`config.mk`:
```
export PLATFORM = sky130hd
export DESIGN_NAME = i2c_master_transaction_sequencer
export DESIGN_NICKNAME = d
export VERILOG_FILES = /design/src/design/i2cts_pkg.sv /design/src/design/i2cts_step.sv /design/src/design/i2cts_out_reg.sv /design/src/design/i2c_master_transaction_sequencer.sv
export SDC_FILE = /design/constraint.sdc
export NUM_CORES = 1
export LEC_CHECK = 0
export ABC_CLOCK_PERIOD_IN_PS = 2700
export BUFFER_PORTS_ARGS = -buffer_cell sky130_fd_sc_hd__buf_2
export CELL_PAD_IN_SITES_DETAIL_PLACEMENT = 1
export CELL_PAD_IN_SITES_GLOBAL_PLACEMENT = 1
export CORE_UTILIZATION = 30
export DETAILED_ROUTE_END_ITERATION = 6
export GPL_ROUTABILITY_DRIVEN = 0
export GPL_TIMING_DRIVEN = 0
export HOLD_SLACK_MARGIN = 0.15
export PLACE_DENSITY_LB_ADDON = 0.1
export SYNTH_ARGS = -nofsm -noshare
export SYNTH_HDL_FRONTEND = slang
export SYNTH_SLANG_ARGS = --single-unit
export TNS_END_PERCENT = 100
```
`constraint.sdc`:
```
create_clock -name aclk -period 2.7 [get_ports aclk]
set_clock_uncertainty 0.05 [all_clocks]
set_input_delay 0.54 -clock aclk [delete_from_list [all_inputs] [get_ports aclk]]
set_output_delay 0.54 -clock aclk [all_outputs]
set_load 0.005 [all_outputs]
```
`src/design/i2cts_pkg.sv`:
```
// i2cts_pkg: shared types, codes and status constants for the i2c transaction sequencer
// used by i2cts_step, i2cts_out_reg and i2c_master_transaction_sequencer; no dependencies
package i2cts_pkg;

    // transaction phase
    typedef enum logic [2:0] {
        PH_IDLE   = 3'd0,
        PH_WSTART = 3'd1,
        PH_WADDR  = 3'd2,
        PH_WDATA  = 3'd3,
        PH_RSTART = 3'd4,
        PH_RADDR  = 3'd5,
        PH_RACK   = 3'd6,
        PH_RNACK  = 3'd7
    } phase_t;

    // commands to the bus engine
    typedef enum logic [2:0] {
        CMD_NONE  = 3'd0,
        CMD_START = 3'd1,
        CMD_SEND  = 3'd2,
        CMD_RACK  = 3'd3,
        CMD_RNACK = 3'd4,
        CMD_STOP  = 3'd5
    } cmd_t;

    // transaction outcome
    typedef enum logic [1:0] {
        OUT_SUCCESS = 2'd0,
        OUT_NAK     = 2'd1,
        OUT_BAD     = 2'd2
    } outcome_t;

    // word kinds on the input channel
    localparam logic MODE_BEGIN = 1'b0;
    localparam logic MODE_EVENT = 1'b1;

    // bus engine status codes (upper five bits)
    localparam logic [7:0] STATUS_MASK     = 8'hf8;
    localparam logic [7:0] ST_START        = 8'h08;
    localparam logic [7:0] ST_RESTART      = 8'h10;
    localparam logic [7:0] ST_SLAW_ACK     = 8'h18;
    localparam logic [7:0] ST_SLAW_NAK     = 8'h20;
    localparam logic [7:0] ST_DATAW_ACK    = 8'h28;
    localparam logic [7:0] ST_DATAW_NAK    = 8'h30;
    localparam logic [7:0] ST_SLAR_ACK     = 8'h40;
    localparam logic [7:0] ST_SLAR_NAK     = 8'h48;
    localparam logic [7:0] ST_DATAR_ACK    = 8'h50;
    localparam logic [7:0] ST_DATAR_NAK    = 8'h58;
    localparam logic [7:0] ADDR_WRITE_MASK = 8'hfe;
    localparam logic [7:0] ADDR_READ_BIT   = 8'h01;

    // one input word
    typedef struct packed {
        logic        mode;
        logic [7:0]  slave_addr;
        logic [15:0] addr_count;
        logic [15:0] write_count;
        logic [15:0] read_count;
        logic [7:0]  bus_status;
        logic [7:0]  rx_byte;
        logic [7:0]  tx_byte;
    } item_t;

    // one result word
    typedef struct packed {
        cmd_t       bus_command;
        logic [7:0] bus_byte;
        logic [7:0] rx_data;
        logic       rx_valid;
        logic       done_res;
        outcome_t   outcome;
        logic [7:0] failing_status;
    } result_t;

    // sequencer context carried between words
    typedef struct packed {
        phase_t      phase;
        logic [7:0]  target_address;
        logic [16:0] bytes_to_write;
        logic [15:0] bytes_to_read;
        logic        has_written;
    } ctx_t;

endpackage

```
`src/design/i2cts_step.sv`:
```
// i2cts_step: combinational next-context and result for one input word
// depends on i2cts_pkg
module i2cts_step
    import i2cts_pkg::*;
(
    input  item_t   item,
    input  ctx_t    ctx,
    output ctx_t    ctx_next,
    output result_t res
);

    logic [7:0]  st;
    logic [16:0] total_write;
    logic [15:0] read_dec;
    logic        wr_ack_hit;
    logic        wr_nak_hit;
    logic        restart_hit;

    // masked status, write total and per-phase expected codes
    assign st          = item.bus_status & STATUS_MASK;
    assign total_write = {1'b0, item.addr_count} + {1'b0, item.write_count};
    assign read_dec    = (ctx.bytes_to_read != 16'd0) ? ctx.bytes_to_read - 16'd1
                                                      : ctx.bytes_to_read;
    assign wr_ack_hit  = (ctx.phase == PH_WADDR) ? (st == ST_SLAW_ACK) : (st == ST_DATAW_ACK);
    assign wr_nak_hit  = (ctx.phase == PH_WADDR) ? (st == ST_SLAW_NAK) : (st == ST_DATAW_NAK);
    assign restart_hit = ctx.has_written ? (st == ST_RESTART) : (st == ST_START);

    // phase decode and command selection
    always_comb begin
        ctx_next           = ctx;
        res.bus_command    = CMD_NONE;
        res.bus_byte       = 8'd0;
        res.rx_data        = 8'd0;
        res.rx_valid       = 1'b0;
        res.done_res       = 1'b0;
        res.outcome        = OUT_SUCCESS;
        res.failing_status = 8'd0;

        if (item.mode == MODE_BEGIN) begin
            ctx_next.target_address = item.slave_addr;
            ctx_next.bytes_to_write = total_write;
            ctx_next.bytes_to_read  = item.read_count;
            if (total_write != 17'd0) begin
                ctx_next.has_written = 1'b1;
                ctx_next.phase       = PH_WSTART;
                res.bus_command      = CMD_START;
            end else if (item.read_count != 16'd0) begin
                ctx_next.has_written = 1'b0;
                ctx_next.phase       = PH_RSTART;
                res.bus_command      = CMD_START;
            end else begin
                // empty transaction ends at once
                ctx_next.has_written = 1'b0;
                ctx_next.phase       = PH_IDLE;
                res.done_res         = 1'b1;
            end
        end else begin
            case (ctx.phase)
                PH_WSTART: begin
                    if (st == ST_START) begin
                        res.bus_command = CMD_SEND;
                        res.bus_byte    = ctx.target_address & ADDR_WRITE_MASK;
                        ctx_next.phase  = PH_WADDR;
                    end else begin
                        ctx_next.phase     = PH_IDLE;
                        res.done_res       = 1'b1;
                        res.outcome        = OUT_BAD;
                        res.failing_status = st;
                    end
                end
                PH_WADDR, PH_WDATA: begin
                    if (wr_ack_hit) begin
                        if (ctx.bytes_to_write != 17'd0) begin
                            res.bus_command         = CMD_SEND;
                            res.bus_byte            = item.tx_byte;
                            ctx_next.bytes_to_write = ctx.bytes_to_write - 17'd1;
                            ctx_next.phase          = PH_WDATA;
                        end else if (ctx.bytes_to_read != 16'd0) begin
                            // repeated start for the read part
                            res.bus_command = CMD_START;
                            ctx_next.phase  = PH_RSTART;
                        end else begin
                            res.bus_command = CMD_STOP;
                            ctx_next.phase  = PH_IDLE;
                            res.done_res    = 1'b1;
                        end
                    end else if (wr_nak_hit) begin
                        res.bus_command    = CMD_STOP;
                        ctx_next.phase     = PH_IDLE;
                        res.done_res       = 1'b1;
                        res.outcome        = OUT_NAK;
                        res.failing_status = st;
                    end else begin
                        ctx_next.phase     = PH_IDLE;
                        res.done_res       = 1'b1;
                        res.outcome        = OUT_BAD;
                        res.failing_status = st;
                    end
                end
                PH_RSTART: begin
                    if (restart_hit) begin
                        res.bus_command = CMD_SEND;
                        res.bus_byte    = ctx.target_address | ADDR_READ_BIT;
                        ctx_next.phase  = PH_RADDR;
                    end else begin
                        ctx_next.phase     = PH_IDLE;
                        res.done_res       = 1'b1;
                        res.outcome        = OUT_BAD;
                        res.failing_status = st;
                    end
                end
                PH_RADDR: begin
                    if (st == ST_SLAR_ACK) begin
                        if (|ctx.bytes_to_read[15:1]) begin
                            res.bus_command = CMD_RACK;
                            ctx_next.phase  = PH_RACK;
                        end else begin
                            res.bus_command = CMD_RNACK;
                            ctx_next.phase  = PH_RNACK;
                        end
                    end else if (st == ST_SLAR_NAK) begin
                        res.bus_command    = CMD_STOP;
                        ctx_next.phase     = PH_IDLE;
                        res.done_res       = 1'b1;
                        res.outcome        = OUT_NAK;
                        res.failing_status = st;
                    end else begin
                        ctx_next.phase     = PH_IDLE;
                        res.done_res       = 1'b1;
                        res.outcome        = OUT_BAD;
                        res.failing_status = st;
                    end
                end
                PH_RACK: begin
                    if (st == ST_DATAR_ACK) begin
                        res.rx_data            = item.rx_byte;
                        res.rx_valid           = 1'b1;
                        ctx_next.bytes_to_read = read_dec;
                        if (|read_dec[15:1]) begin
                            res.bus_command = CMD_RACK;
                            ctx_next.phase  = PH_RACK;
                        end else begin
                            res.bus_command = CMD_RNACK;
                            ctx_next.phase  = PH_RNACK;
                        end
                    end else begin
                        ctx_next.phase     = PH_IDLE;
                        res.done_res       = 1'b1;
                        res.outcome        = OUT_BAD;
                        res.failing_status = st;
                    end
                end
                PH_RNACK: begin
                    if (st == ST_DATAR_NAK) begin
                        res.rx_data            = item.rx_byte;
                        res.rx_valid           = 1'b1;
                        ctx_next.bytes_to_read = 16'd0;
                        res.bus_command        = CMD_STOP;
                        ctx_next.phase         = PH_IDLE;
                        res.done_res           = 1'b1;
                    end else begin
                        ctx_next.phase     = PH_IDLE;
                        res.done_res       = 1'b1;
                        res.outcome        = OUT_BAD;
                        res.failing_status = st;
                    end
                end
                default: begin
                    // event while idle is ignored
                    ctx_next.phase = PH_IDLE;
                end
            endcase
        end
    end

endmodule

```
`src/design/i2cts_out_reg.sv`:
```
// i2cts_out_reg: result register stage with valid/ready toward the master side
// depends on i2cts_pkg
module i2cts_out_reg
    import i2cts_pkg::*;
(
    input  logic    aclk,
    input  logic    aresetn,
    input  logic    load,
    input  result_t res_in,
    output logic    can_load,
    output logic    out_valid,
    input  logic    out_ready,
    output result_t res_out
);

    logic    valid_reg;
    logic    valid_next;
    result_t res_reg;

    assign can_load  = !valid_reg || out_ready;
    assign out_valid = valid_reg;
    assign res_out   = res_reg;

    // hold until taken, refill in the same cycle
    always_comb begin
        valid_next = valid_reg;
        if (load) begin
            valid_next = 1'b1;
        end else if (out_ready) begin
            valid_next = 1'b0;
        end
    end

    always_ff @(posedge aclk) begin
        if (!aresetn) begin
            valid_reg <= 1'b0;
        end else begin
            valid_reg <= valid_next;
        end
    end

    always_ff @(posedge aclk) begin
        if (load) begin
            res_reg <= res_in;
        end
    end

endmodule

```
`src/design/i2c_master_transaction_sequencer.sv`:
```
// i2c_master_transaction_sequencer: top level, input register, context registers, checks
// depends on i2cts_pkg, i2cts_step, i2cts_out_reg
//
//   channel | ports                       | word
//   --------+-----------------------------+-------------------------------------------
//   input   | s_tvalid s_tready s_tdata   | begin (tuser 0) or bus engine event (1)
//           | s_tuser                     |
//   result  | m_tvalid m_tready m_tdata   | next command, received byte, outcome;
//           | m_tlast                     | tlast marks the end of a transaction
//
// one word per cycle while m_tready does not stall; a word is captured in the input register
// and then, through the step logic, in the result register
// the phase compare and one counter decrement sit between the two registers
// reset clears the valid flags and the context to idle; no clearing pass
// a stall on m_tready backs up through both registers to s_tready
module i2c_master_transaction_sequencer
    import i2cts_pkg::*;
(
    input  logic        aclk,
    input  logic        aresetn,
    input  logic        s_tvalid,
    output logic        s_tready,
    // slave_addr[7:0] addr_count[23:8] write_count[39:24] read_count[55:40]
    // bus_status[63:56] rx_byte[71:64] tx_byte[79:72]
    input  logic [79:0] s_tdata,
    // mode[0]
    input  logic        s_tuser,
    output logic        m_tvalid,
    input  logic        m_tready,
    // bus_command[2:0] bus_byte[10:3] rx_data[18:11] rx_valid[19] outcome[21:20]
    // failing_status[29:22] zero[31:30]
    output logic [31:0] m_tdata,
    // done_res
    output logic        m_tlast
);

    item_t   item_reg;
    logic    in_valid_reg;
    logic    in_valid_next;
    ctx_t    ctx_reg;
    ctx_t    ctx_step;
    result_t res_step;
    result_t res_out;
    logic    out_can_load;
    logic    step_fire;
    logic    in_fire;

    // input register handshake
    assign step_fire = in_valid_reg && out_can_load;
    assign s_tready  = !in_valid_reg || out_can_load;
    assign in_fire   = s_tvalid && s_tready;

    always_comb begin
        in_valid_next = in_valid_reg;
        if (in_fire) begin
            in_valid_next = 1'b1;
        end else if (step_fire) begin
            in_valid_next = 1'b0;
        end
    end

    always_ff @(posedge aclk) begin
        if (!aresetn) begin
            in_valid_reg <= 1'b0;
        end else begin
            in_valid_reg <= in_valid_next;
        end
    end

    // unpack the input word
    always_ff @(posedge aclk) begin
        if (in_fire) begin
            item_reg.mode        <= s_tuser;
            item_reg.slave_addr  <= s_tdata[7:0];
            item_reg.addr_count  <= s_tdata[23:8];
            item_reg.write_count <= s_tdata[39:24];
            item_reg.read_count  <= s_tdata[55:40];
            item_reg.bus_status  <= s_tdata[63:56];
            item_reg.rx_byte     <= s_tdata[71:64];
            item_reg.tx_byte     <= s_tdata[79:72];
        end
    end

    // per-word sequencing logic
    i2cts_step u_step (
        .item     (item_reg),
        .ctx      (ctx_reg),
        .ctx_next (ctx_step),
        .res      (res_step)
    );

    // transaction context
    always_ff @(posedge aclk) begin
        if (!aresetn) begin
            ctx_reg.phase          <= PH_IDLE;
            ctx_reg.target_address <= 8'd0;
            ctx_reg.bytes_to_write <= 17'd0;
            ctx_reg.bytes_to_read  <= 16'd0;
            ctx_reg.has_written    <= 1'b0;
        end else if (step_fire) begin
            ctx_reg <= ctx_step;
        end
    end

    // result register
    i2cts_out_reg u_out (
        .aclk      (aclk),
        .aresetn   (aresetn),
        .load      (step_fire),
        .res_in    (res_step),
        .can_load  (out_can_load),
        .out_valid (m_tvalid),
        .out_ready (m_tready),
        .res_out   (res_out)
    );

    // pack the result word
    assign m_tdata = {2'b00, res_out.failing_status, res_out.outcome, res_out.rx_valid,
                      res_out.rx_data, res_out.bus_byte, res_out.bus_command};
    assign m_tlast = res_out.done_res;

    // a failure outcome only ever comes with the end of the transaction
    assert property (@(posedge aclk) disable iff (!aresetn)
        m_tvalid && (res_out.outcome != OUT_SUCCESS) |-> res_out.done_res)
        else $error("failure outcome without done");

    // success never reports a failing status
    assert property (@(posedge aclk) disable iff (!aresetn)
        m_tvalid && (res_out.outcome == OUT_SUCCESS) |-> (res_out.failing_status == 8'd0))
        else $error("failing status on success");

    // a received byte comes only with a receive or stop command
    assert property (@(posedge aclk) disable iff (!aresetn)
        m_tvalid && res_out.rx_valid |->
            (res_out.bus_command == CMD_RACK) || (res_out.bus_command == CMD_RNACK) ||
            (res_out.bus_command == CMD_STOP))
        else $error("received byte with wrong command");

    // a finished transaction leaves the context idle
    assert property (@(posedge aclk) disable iff (!aresetn)
        step_fire && res_step.done_res |=> (ctx_reg.phase == PH_IDLE))
        else $error("context not idle after done");

endmodule

```
Yosys cells after proc, flatten, opt, wreduce, memory -nomap -nowiden

Index checks and enable logic that the tools add are counted.

Flip-flop bits (word level): 159
Input port bits: 85

$add $sub $neg: 3
Equality and inequality tests: 24
Mux-type cells: 66
Bitwise operators: 1
Reductions and logical operators: 19

Operators with widths:

| cell                    | count |
|---|---|
| $pmux W11 S6            | 1 |
| $mux W3                 | 21 |
| $mux W10                | 6 |
| $mux W17                | 3 |
| $mux W16                | 3 |
| $mux W11                | 4 |
| $reduce_bool A17 Y1     | 2 |
| $mux W33                | 1 |
| $pmux W16 S2            | 1 |
| $reduce_bool A16 Y1     | 2 |
| $reduce_or A15 Y1       | 2 |
| $pmux W8 S3             | 1 |
| $eq A5 B4 Y1 const B    | 4 |
| $mux W9                 | 2 |
| $pmux W3 S6             | 1 |
| $pmux W9 S2             | 1 |
| $add A16 B16 Y17        | 1 |
| $mux W1                 | 17 |
| $sub A17 B1 Y17 const B | 1 |
| $mux W8                 | 2 |
| $sub A16 B1 Y16 const B | 1 |
| $eq A5 B3 Y1 const B    | 3 |
| $pmux W3 S5             | 1 |
| $eq A3 B3 Y1 const B    | 4 |
| other kinds (17)        | 28 |

Logic depth before layout (Yosys ltp)

Gate-level depths: netlist of the first run.

Word-level depth: 7
Depth in mapped cells: 11
Mapped depth without buffers: 10

Hierarchy

A second synthesis of the first run with hierarchy kept.

Cell total of the unflattened synthesis: 871
Area total of the unflattened synthesis: 8729.6 sq um

Modules (own cells, without submodules):

| module                           | instances | cells an instance | area each (sq um) | sequential area each (sq um) |
|---|---|---|---|---|
| i2c_master_transaction_sequencer | 1         | 295               | 4385.5            | 3353.2 |
| i2cts_step                       | 1         | 541               | 3364.5            | 0.0 |
| i2cts_out_reg                    | 1         | 35                | 979.7             | 950.9 |

Least setup slack after synthesis of the first run

No wires, ideal clock.

Path type: input to register
Start point: input m_tready
End point: register item_reg[0] in the netlist's numbering, enable pin
Library setup time: 0.444 ns
Arrival: 2.499 ns
Data required time: 2.206 ns
Slack: -0.293 ns
Stages: 3
Path buffers: 0
Cell sequence: nor2b_1 > nand2_1 > and2_1

Longest elaborated chain between the ends: 3

Ends and longest elaborated chain:

| what                | line                                   | source |
|---|---|---|
| from (decl)         | i2c_master_transaction_sequencer.sv:29 | `input logic m_tready,` |
| $logic_or A1 B1 Y1  | i2cts_out_reg.sv:20                    | `assign can_load = !valid_reg \|\| out_ready;` |
| $logic_or A1 B1 Y1  | i2c_master_transaction_sequencer.sv:50 | `assign s_tready = !in_valid_reg \|\| out_can_load;` |
| net s_tready        | i2c_master_transaction_sequencer.sv:22 | `output logic s_tready,` |
| $logic_and A1 B1 Y1 | i2c_master_transaction_sequencer.sv:51 | `assign in_fire = s_tvalid && s_tready;` |
| net in_fire         | i2c_master_transaction_sequencer.sv:46 | `logic in_fire;` |
| to (decl)           | i2c_master_transaction_sequencer.sv:37 | `item_t item_reg;` |

The timed path passes the listed nets, and every way through them passes these cells.
A chain may end at the register's enable or synchronous reset.

==> qor.yml, run 1 <==
yosys:
  synthTopCellsByCount: "edfxtp_1 (105), nor2_1 (70), a21oi_1 (68), nand2_1 (66), dfxtp_1 (46)"
  synthTopCellsByArea: "edfxtp_1 (41%), dfxtp_1 (12%), a21oi_1 (4.4%)"
  synthXorXnorAreaFrac_pct: 2.40
  synth-simple-area-share_pct: 17.8
  ys_seq_area_share_pct: 53.1
  ys_ff_latch: 151
  synthMuxAreaShare_pct: 0.538
  netlist_area_um2: 7670
  post-synth-top-count-cell: "edfxtp_1"
  synth_warnings: 0
  synth_cell_types: 78
  synth_ff_type: "edfxtp_1"
  syn_avg_cell_area_um2: 10.4
  synth_edf_count: 105
  yosys.area.top_type: "edfxtp_1"
  synth_top_family_by_area: "compound AO/OA/AOI/OAI gates"
  synth-adder-area-share_pct: 3.36
  async_reset_ff_share_pct: 0
  synth_top_area_share_pct: 41.1
  synth-compound-area-share_pct: 18.5
  synthCells: 736
clock_network:
  cts.sinks: 151
  insertion_delay_ns: 0.43
  clk_pin_slew_ns: 0.07
  htree_levels: 4
  clk_path_buf_depth: 2
  holdBufCountCts: 0
  cts_tree: "built"
  cts_buffers: 17
  cts_root_buffer: "clkbuf_16"
critical_path:
  crit_fanout: 6
  r2r_start: "ctx_reg[7]$_SDFFE_PN0P_"
  end_kind: "flip-flop"
  ff2ff_setup_slack_ns: -0.29
  crit_family: "simple AND/OR/NAND/NOR gates"
  cp-start-kind: "flip-flop"
  cpMostUsedCell: "buf_6"
  cp_cell_sequence: "buf_6 -> nor4_4 -> and4_1 -> buf_6 -> o21ai_4 -> a2111o_1 -> or4_4 -> o21ai_2 -> a21boi_4 -> a32oi_1"
  critical_path_class: "reg2reg"
  path_buf_inv: 2
  cp_slowest_stage_delay_ns: 0.53
  crit_arrival_ns: 3.10
  regToRegEndpoint: "u_out.res_out[28]$_DFFE_PP_"
  worst-path-stages: 10
  crit_required_ns: 2.81
  reg2regPathDepth: 10
  slowest_stage: "or4_4"
finish:
  finalInstanceArea_um2: 9910
  largest_register_ffs: 77
  drive_gt1_share_pct: 30.5
  area_growth_pct: 29.1
  layout.nets: 1001
  seq_area_um2: 4090
  diodes: 0
  multi_input_area_um2: 3670
  fin_util_pct: 39.5
  instances_no_fill: 1239
  fill_cells: 2866
die:
  ioPinCount: 120
  initial_core_util_pct: 30.6
  die_x_um: 162
  fp-row-count: 58
  dieArea_um2: 26200
  coreArea_um2: 25100
  dieHeight_um: 162
timing:
  slew_headroom_pct: 37.1
  min_period_ns: 2.99
  fmax_ghz: 0.334
  rsz0062_at_grt: "yes"
  worst-slew-pin-transition_ns: 0.934
  drv_slew: 0
  fin_crit_sh_pct: 111
  tns_ns: -1.34
  fin_ws_ns: -0.291
  timing.hold.ws_ns: 0.227
  hold_viol: 0
  setup_viol: 6
detailed_routing:
  drt_iter0_drc: 266
  drc_errors: 0
  wl_met1_um: 9730
  top_layer_used: "met4"
  ant_nets: 0
  totalWireLength_um: 22700
  wl_met2_um: 11500
  wl_met3_um: 906
  vias_per_cell: 5.17
  drtPass1Iterations: 4
  routedWlPerCell_um: 18.3
  vias: 6402
placed_design:
  placed_area_um2: 8720
  post-place-ws_ns: -1.03
  dpl.cell_count: 1181
  port_buffers: 110
  detailed_place_hpwl_um: 16000
global_route:
  track_usage_pct: 17.6
  grt.overflow.total: 0
  grt_pass1_wl_um: 35700
  grt_max_degree: 62
  grt_pass1_vias: 6736
  antenna_found_initial: 0
min_path:
  hold_class: "in2reg"
  worstHoldStart: "s_tdata[76]"
  whs_path_depth: 1
  hold_path_end: "item_reg[4]$_DFFE_PP_"
pwr:
  p_leak_nw: 3.74
  p_total_mw: 6.35
  power.density_nw_per_um2: 641
  peakVddDrop_uv: 301
outcome:
  status: "finished, violations left"
  failed_checks: "setup timing"
job:
  max-cap-violations: 0
-- cell usage in the layout, fill, tap and decap left out, types with 5 or more instances in the layout --
cell type and count:
and2_1 15, a21oi_2 7, conb_1 5, nand2b_1 8
nor3_1 20, inv_1 9, a22oi_1 16, nor4_1 10
edfxtp_1 105, nand3_1 13, buf_6 6, o21ai_0 34
buf_4 39, a21o_1 7, a211oi_1 15, buf_2 113
inv_6 7, nand2_1 66, a22o_1 5, o22ai_1 6
nand4_1 6, nor4_4 6, clkbuf_16 20, xor2_1 7
dfxtp_1 41, ha_1 12, nor2_1 70, a21oi_1 60
clkbuf_1 14, xnor2_1 11, or3_1 8, nor2b_1 7
-- cell families (layout without fill, tap and decap cells) --
logic type,count (synthesis),in the layout
AOI/OAI and AO/OA,217,217
xor gates and xnor gates,21,21
muxes,4,4
DFF,151,151
and+or+nand+nor,266,266
buffers and inverters,56,225
other,1,5
adders and majority gates,20,20
-- cell type report --
type / count / area share, %
sequential: 151 / 41.2
multi-input combinational: 533 / 37.1
timing repair buffer: 142 / 8.20
clock buffer: 20 / 5.05
tap: 330 / 4.17
buffer: 37 / 2.53
clock inverter: 12 / 1.16
inverter: 14 / 0.619
-- worst max-delay path by stage --
stage	from	to
global route	ctx_reg[12]$_SDFFE_PN0P_	u_out.res_out[28]$_DFFE_PP_
CTS	item_reg[40]$_DFFE_PP_	u_out.res_out[28]$_DFFE_PP_
global placement	m_tready	ctx_reg[22]$_SDFFE_PN0P_
finish	ctx_reg[7]$_SDFFE_PN0P_	u_out.res_out[28]$_DFFE_PP_
floorplan	item_reg[56]$_DFFE_PP_	u_out.res_out[28]$_DFFE_PP_
detailed placement	m_tready	ctx_reg[23]$_SDFFE_PN0P_
-- layer usage --
layer  GRT usage [%]  up-vias
li1                -     3098
met1            21.5     3127
met2            30.6      142
met3            3.17       35
met4            7.20        0
met5               0        -
-- worst reg2reg max path: cells and delay by family, from the launching register on --
| kind | cells | cell delay (ns) |
|---|---|---|
| flops | 1 | 0.31 |
| buf+inv | 2 | 0.27 |
| compound gates | 5 | 0.92 |
| simple gates | 3 | 1.19 |
-- what timing repair did --
item                                    CTS  global route
endpoints found under the setup margin   63            61
gates resized for setup                  57            33
gates cloned                              0             1
pin swaps                                14            16
buffers inserted                         16            14
-- power breakdown --
group	internal, mW	switching [mW]	leakage, nW
logic	0.523	0.686	2.05
registers	2.60	0.0818	1.40
clock network	1.38	1.07	0.297
total	4.51	1.84	3.74
Note: power is estimated with default switching activity, not from simulation.
==> inputs of run 2 (changes only) <==
Settings changed: CELL_PAD_IN_SITES_DETAIL_PLACEMENT 1 to 0.
==> run 2 against run 1 <==
Compared with the run above:
- the flow still finishes with violations (setup timing)
- clock-buffer cell count shrank 2
- sequential share of layout area shrank 0.18 points
- register-to-register slack gained 0.03 ns
- sequential power is essentially flat
- routed wire length shrank 5.0%
- critical path depth grew 2
- critical path type unchanged
==> qor.yml, run 2 (same netlist as run 1, synthesis figures left out) <==
outcome:
  status: "finished, violations left"
  failed_checks: "setup timing"
timing:
  timing.hold.ws_ns: 0.230
  setup_viol: 6
  min_period_ns: 2.96
  hold_viol: 0
  slew_headroom_pct: 39.3
  drv_slew: 0
  fmax_ghz: 0.337
  fin_ws_ns: -0.264
  rsz0062_at_grt: "yes"
  fin_crit_sh_pct: 110
  tns_ns: -1.42
  worst-slew-pin-transition_ns: 0.903
placed_design:
  detailed_place_hpwl_um: 15000
  placed_area_um2: 8720
  port_buffers: 110
  post-place-ws_ns: -1.00
critical_path:
  cp-start-kind: "flip-flop"
  ff2ff_setup_slack_ns: -0.26
  startpoint: "item_reg[56]$_DFFE_PP_"
  reg2regPathDepth: 12
  crit_fanout: 3
  end_kind: "flip-flop"
  crit_required_ns: 3.03
  endpoint: "ctx_reg[44]$_SDFFE_PN0P_"
  r2r_start: "item_reg[56]$_DFFE_PP_"
  crit_arrival_ns: 3.30
  regToRegEndpoint: "ctx_reg[44]$_SDFFE_PN0P_"
  critical_path_class: "reg2reg"
finish:
  layout.nets: 1007
  layout_common_cells: "buf_2 (110), edfxtp_1 (105), nor2_1 (70)"
  fill_cells: 2524
  final_common_cell: "buf_2"
  area_growth_pct: 29.7
  fin_util_pct: 39.6
  diodes: 0
  largest_register_ffs: 77
  finalInstanceArea_um2: 9950
  drive_gt1_share_pct: 30.5
global_route:
  grt_pass1_vias: 6116
  grt_pass1_wl_um: 33000
  track_usage_pct: 16.3
  grt_max_degree: 62
  antenna_found_initial: 0
  grt.overflow.total: 0
clock_network:
  insertion_delay_ns: 0.43
  htree_levels: 4
  cts_buffers: 17
  holdBufCountCts: 0
  cts_tree: "built"
  clk_path_buf_depth: 2
  clk_pin_slew_ns: 0.07
  cts.sinks: 151
  cts_root_buffer: "clkbuf_16"
die:
  coreArea_um2: 25100
  fp-row-count: 58
  die_x_um: 162
  ioPinCount: 120
  dieArea_um2: 26200
  dieHeight_um: 162
  initial_core_util_pct: 30.6
detailed_routing:
  drc_errors: 0
  vias_per_cell: 5.13
  ant_nets: 0
  routedWlPerCell_um: 17.3
  drtPass1Iterations: 7
  totalWireLength_um: 21500
  vias: 6387
  drt_iter0_drc: 348
job:
  max-cap-violations: 0
pwr:
  peakVddDrop_uv: 385
  power.density_nw_per_um2: 625
  p_leak_nw: 3.77
min_path:
  hold_class: "in2reg"
[run 2: cell count changes in the layout (fill, tap and decap cells not counted), sizes merged]
| cell | previous run | this run |
|---|---|---|
| clkdlybuf4s15 | 0 | 2 |
| buf | 159 | 161 |
| clkinv | 5 | 6 |
| inv | 19 | 21 |
| clkinvlp | 2 | 1 |
[run 2: layout make-up]
cell class	instances	area, µm²	share of cell area [%]
Clock inverter	14	125	1.26
Timing Repair Buffer	147	880	8.84
Buffer	38	273	2.74
Sequential cell	151	4090	41.1
Clock buffer	18	450	4.53
Multi-Input combinational cell	533	3660	36.8
Inverter	14	61.3	0.616
Tap cell	330	413	4.15
[run 2: report_power, final]
group / switching, mW / total [mW] / internal (mW)
logic: 0.671 / 1.20 / 0.526
registers: 0.0790 / 2.68 / 2.60
clock network: 1.07 / 2.34 / 1.27
[run 2: worst min path at each step]
stage,startpoint,endpoint,cells after the start
2_1_floorplan,ctx_reg[35]$_SDFFE_PN0P_,ctx_reg[35]$_SDFFE_PN0P_,2
3_3_place_gp,ctx_reg[41]$_SDFFE_PN0P_,ctx_reg[41]$_SDFFE_PN0P_,2
3_5_place_dp,ctx_reg[41]$_SDFFE_PN0P_,ctx_reg[41]$_SDFFE_PN0P_,2
4_1_cts,s_tdata[29],item_reg[45]$_DFFE_PP_,1
5_1_grt,s_tdata[28],item_reg[44]$_DFFE_PP_,1
6_report,s_tdata[67],item_reg[11]$_DFFE_PP_,1
[run 2: per-layer routing]
layer / up-vias / GRT usage (%) / wire (µm)
met5: - / 0 / 0
met4: 0 / 5.32 / 335
met3: 18 / 3.60 / 1070
met2: 190 / 27.4 / 10700
met1: 3078 / 20.7 / 9460
li1: 3101 / - / -
[run 2: critical path: stages (launching register included)]
cell and delay [ns]:
edfxtp_1 0.38, ha_2 0.21, fa_2 0.38, a21o_1 0.20, a21oi_2 0.17, xnor2_2 0.10
or4_4 0.53, nor4_4 0.16, nand4b_1 0.14, buf_6 0.16, buf_6 0.10, and4b_1 0.23
o31a_1 0.12
[run 2: what timing repair did]
item	CTS	global route
setup buffers	14	20
pin swaps	13	12
gates resized for setup	56	34
gates cloned	0	2
setup endpoints to repair	48	50
[run 2: per-stage QoR]
step	power, mW	cells
floorplan	3.41	740
global placement	3.71	1180
detailed placement	3.72	1181
CTS	6.20	1226
global route	6.50	1245
finish	6.22	1245
